File: config.mk
export PLATFORM = sky130hd
export DESIGN_NAME = mbc_ram
export DESIGN_NICKNAME = d
export VERILOG_FILES = /design/src/rtl/core/mbc_ram.sv
export SDC_FILE = /design/constraint.sdc
export NUM_CORES = 1
export LEC_CHECK = 0
export ABC_AREA = 1
export BUFFER_PORTS_ARGS = -buffer_cell sky130_fd_sc_hd__clkbuf_2
export CAP_MARGIN = 20
export CORE_MARGIN = 5
export CORE_UTILIZATION = 35
export DETAILED_ROUTE_END_ITERATION = 10
export PLACE_DENSITY = 0.51
export SLEW_MARGIN = 0
export SYNTH_ARGS = -nofsm -noshare
export SYNTH_HDL_FRONTEND = slang
export SYNTH_SLANG_ARGS = --single-unit
File: constraint.sdc
create_clock -name clk -period 2.9 [get_ports clk]
set_clock_uncertainty 0.2 [all_clocks]
set_input_delay 0.87 -clock clk [delete_from_list [all_inputs] [get_ports clk]]
set_output_delay 0.87 -clock clk [all_outputs]
set_load 0.005 [all_outputs]
File: src/rtl/core/mbc_ram.sv
// Generic single-port synchronous RAM with registered read data.
`timescale 1ns / 1ps
`default_nettype none
module mbc_ram #(
  parameter int WIDTH     = 16,
  parameter int DEPTH     = 16,
  parameter int ADDR_BITS = 4
) (
  input  wire logic                 clk,
  input  wire logic                 we,
  input  wire logic [ADDR_BITS-1:0] addr,
  input  wire logic [WIDTH-1:0]     wdata,
  output logic      [WIDTH-1:0]     rdata
);

  logic [WIDTH-1:0] mem [DEPTH];

  always_ff @(posedge clk) begin
    if (we) begin
      mem[addr] <= wdata;
    end
    rdata <= mem[addr];
  end

endmodule
`default_nettype wire

* Word level (Yosys, flattened, before mapping)
Memories as Yosys holds them, arrays and structs flattened. A register that Yosys moved wholly into a read port is not among the register bits. Cells that the tools add are included.
Storage, ports and cells: register bits 0, bits of input ports 22, logic and storage cells 3, bits in writable memories 256, output and inout port bits 16, memories kept 1
Memories:
- mem | words 16, width 16, rd ports 1, clocked after Yosys merged registers in 1, write ports 1, line 16 | logic [WIDTH-1:0] mem [DEPTH];
Operators by class: multiplexer cells 2
Operator list (count):
- $mux 1 | 2

* Depth between registers and ports, before layout
depth after elaboration 2, depth in mapped cells 12, depth with buffers taken out 9

* Worst setup path after synthesis
OpenSTA, ideal clock, no wires.
path type input to register, start point input addr[0], end point memory mem[6][0], enable pin, setup slack 0.137 ns, library setup time 0.388 ns, buffers on the path 3, data required time 2.312 ns, cell stages on the path 6, arrival time 2.174 ns, cell sequence buf_4 -> inv_4 -> buf_8 -> buf_6 -> nand3_1 -> nor2_1
RTL lines:
- from (decl) | line 11 | input wire logic [ADDR_BITS-1:0] addr,
- to (decl) | line 16
Straight into the memory's write port.

* Worst setup path in the final report
start point register rdata[12] (read register of mem), end point output rdata[12]
RTL lines:
- from (decl) | line 13 | output logic [WIDTH-1:0] rdata
No word-level cell between the ends.

==> impl_metrics.yaml <==
setup_path:
  startpoint: "rdata[12]$_DFF_P_"
  critPathBufInv: 1
  critPathLaunchType: "register"
  cp_top_family: "flip-flops"
  arrival_ns: 1.19
  path_class: "reg2out"
  critPathMaxFanout: 1
  path_cells: "clkbuf_2"
  endpoint_kind: "primary output"
  worstPathRequired_ns: 1.83
  critical_path.max_stage_delay_ns: 0.46
  cpMaxStageDelayCell: "dfxtp_1"
  r2r_start: "mem[15][8]$_DFFE_PP_"
  ff2ff_setup_slack_ns: 1.64
final_layout:
  finalInstanceArea_mm2: 0.0130
  antenna_cells: 0
  area_growth_pct: 16.2
  post-route-util: 0.412
  nNetsFinal: 1156
  final_cells: 1559
  drive_gt1_frac: 0.124
synth:
  syn-cell-area_mm2: 0.0112
  syn_area_per_cell_um2: 10.4
  ys_seq_area_frac: 0.718
  synthCells: 1070
  netlist-cell-type-count: 13
  ys_ff_latch: 272
  syn_nets: 1092
  yosys_warnings: 0
floorplan:
  fp-row-count: 65
  core_mm2: 0.0315
  ioPinCount: 38
  start_util: 0.354
  dieHeight_um: 189
  dieArea_mm2: 0.0355
  dieWidth_um: 189
placed_design:
  place_congestion: 0.747
  dpl.hpwl_mm: 16.1
  place_area_mm2: 0.0120
  io_buffers: 37
  pre_cts_ws_ns: 0.476
  placedCellCount: 1505
power:
  p_comb_frac: 0.061
  switching_share: 0.215
  powerDensity_mw_per_mm2: 670
  pwr-share-clk: 0.429
  ir_drop_v: 0.000444
  power_mw: 8.68
  intPower_mw: 6.81
  pwr-share-seq: 0.510
  p_sw_mw: 1.87
  p_leak_nw: 5.51
routing:
  drc: 0
  drt_iter0_markers: 556
  routedWlPerCell_um: 17.5
  ant_nets: 0
  wirelength_mm: 27.3
  vias_per_cell: 4.56
  vias: 7116
  drt_pass1_iterations: 5
grt:
  grt_pass1_wl_mm: 42.2
  grt.overflow.total: 0
  grt_pass1_vias: 6953
  grt.total_usage: 0.154
  grt_antenna_before_repair: 1
  grt_max_degree: 87
clock_network:
  cts_buffer_depth: 3
  cts_sinks: 272
  cts_max_level: 1
  clk_latency_ns: 0.55
  ctsHoldBuffers: 0
  cts.clk_slew.worst_paths_ns: 0.06
  post_cts_buffers: 0
  cts-root-buf: "clkbuf_16"
  postCtsResizedCells: 0
  cts_tree: "built"
  numCtsBuffers: 29
sta:
  fin_setup_tns_ns: 0
  hold_violations: 0
  fin_crit_ns: 2.26
  hold_ws_ns: 0.481
  fin_crit_sh: 0.778
  maxSlewViolCount: 0
  worstMarginPinSlew_ns: 0.470
  rsz0062_at_grt: "no"
  setup_violations: 0
  setup_slack_ns: 0.643
  relSlewSlack: 0.687
  fmax_mhz: 443
run_status:
  status: "finished clean"
run:
  maxCapViolCount: 0
worst_hold_path:
  hold_class: "reg2reg"
  hold_start: "mem[0][3]$_DFFE_PP_"
[synth_stat cells (all sizes together)]
cell / n / share of area
nand2: 690 / 0.23
edfxtp: 256 / 0.69
buf: 42 / 0.026
inv: 39 / 0.013
nor2: 18 / 0.0065
dfxtp: 16 / 0.029
clkbuf: 5 / 0.0017
nand3: 4 / 0.0018
[cells in the final DEF (no fill, tap or decap), drive strengths merged]
cell        n
clkinv     16
edfxtp    256
nor2       18
clkbuf     67
nand2     690
inv        40
dfxtp      16
bufinv      5
clkinvlp    1
buf        44
nand3       4
[metal layers]
| layer | routed length (um) | track usage |
|---|---|---|
| met1 | 13000 | 0.218 |
| met2 | 12400 | 0.249 |
| met3 | 1240 | 0.0226 |
| met4 | 673 | 0.0404 |
| met5 | 0 | 0 |
[power by group through the flow]
stage          clock (mW)  combinational, mW  sequential [mW]
2_1_floorplan           0              0.307             4.50
3_3_place_gp            0              0.540             4.51
3_5_place_dp            0              0.542             4.51
4_1_cts              3.81              0.543             4.43
5_1_grt              3.98              0.606             4.43
6_report             3.72              0.530             4.42
[registers in the layout (all words and copies together) (netlist names)]
signal,flops
rdata,16
mem,256
[kinds of logic (layout without fill, tap and decap cells)]
group / Yosys count / in the layout / synth area share
flops: 272 / 272 / 0.718
simple gates: 712 / 712 / 0.241
buf+inv: 86 / 173 / 0.0414
[worst paths after layout]
path | to | cells after the start
worst max-delay path | rdata[12] | 1
worst max register to register | rdata[8]$_DFF_P_ | 8
worst min register to register | rdata[3]$_DFF_P_ | 8
worst min-delay path | rdata[3]$_DFF_P_ | 8
[area by class of cell]
class | count | area (um2)
multi-input combinational | 712 | 2720
timing repair buffer | 80 | 611
clock inverter | 23 | 235
inverter | 39 | 149
clock buffer | 31 | 733
fill | 3024 | 18500
sequential | 272 | 8010
tap | 402 | 503
(Power assumes the default switching activity.)
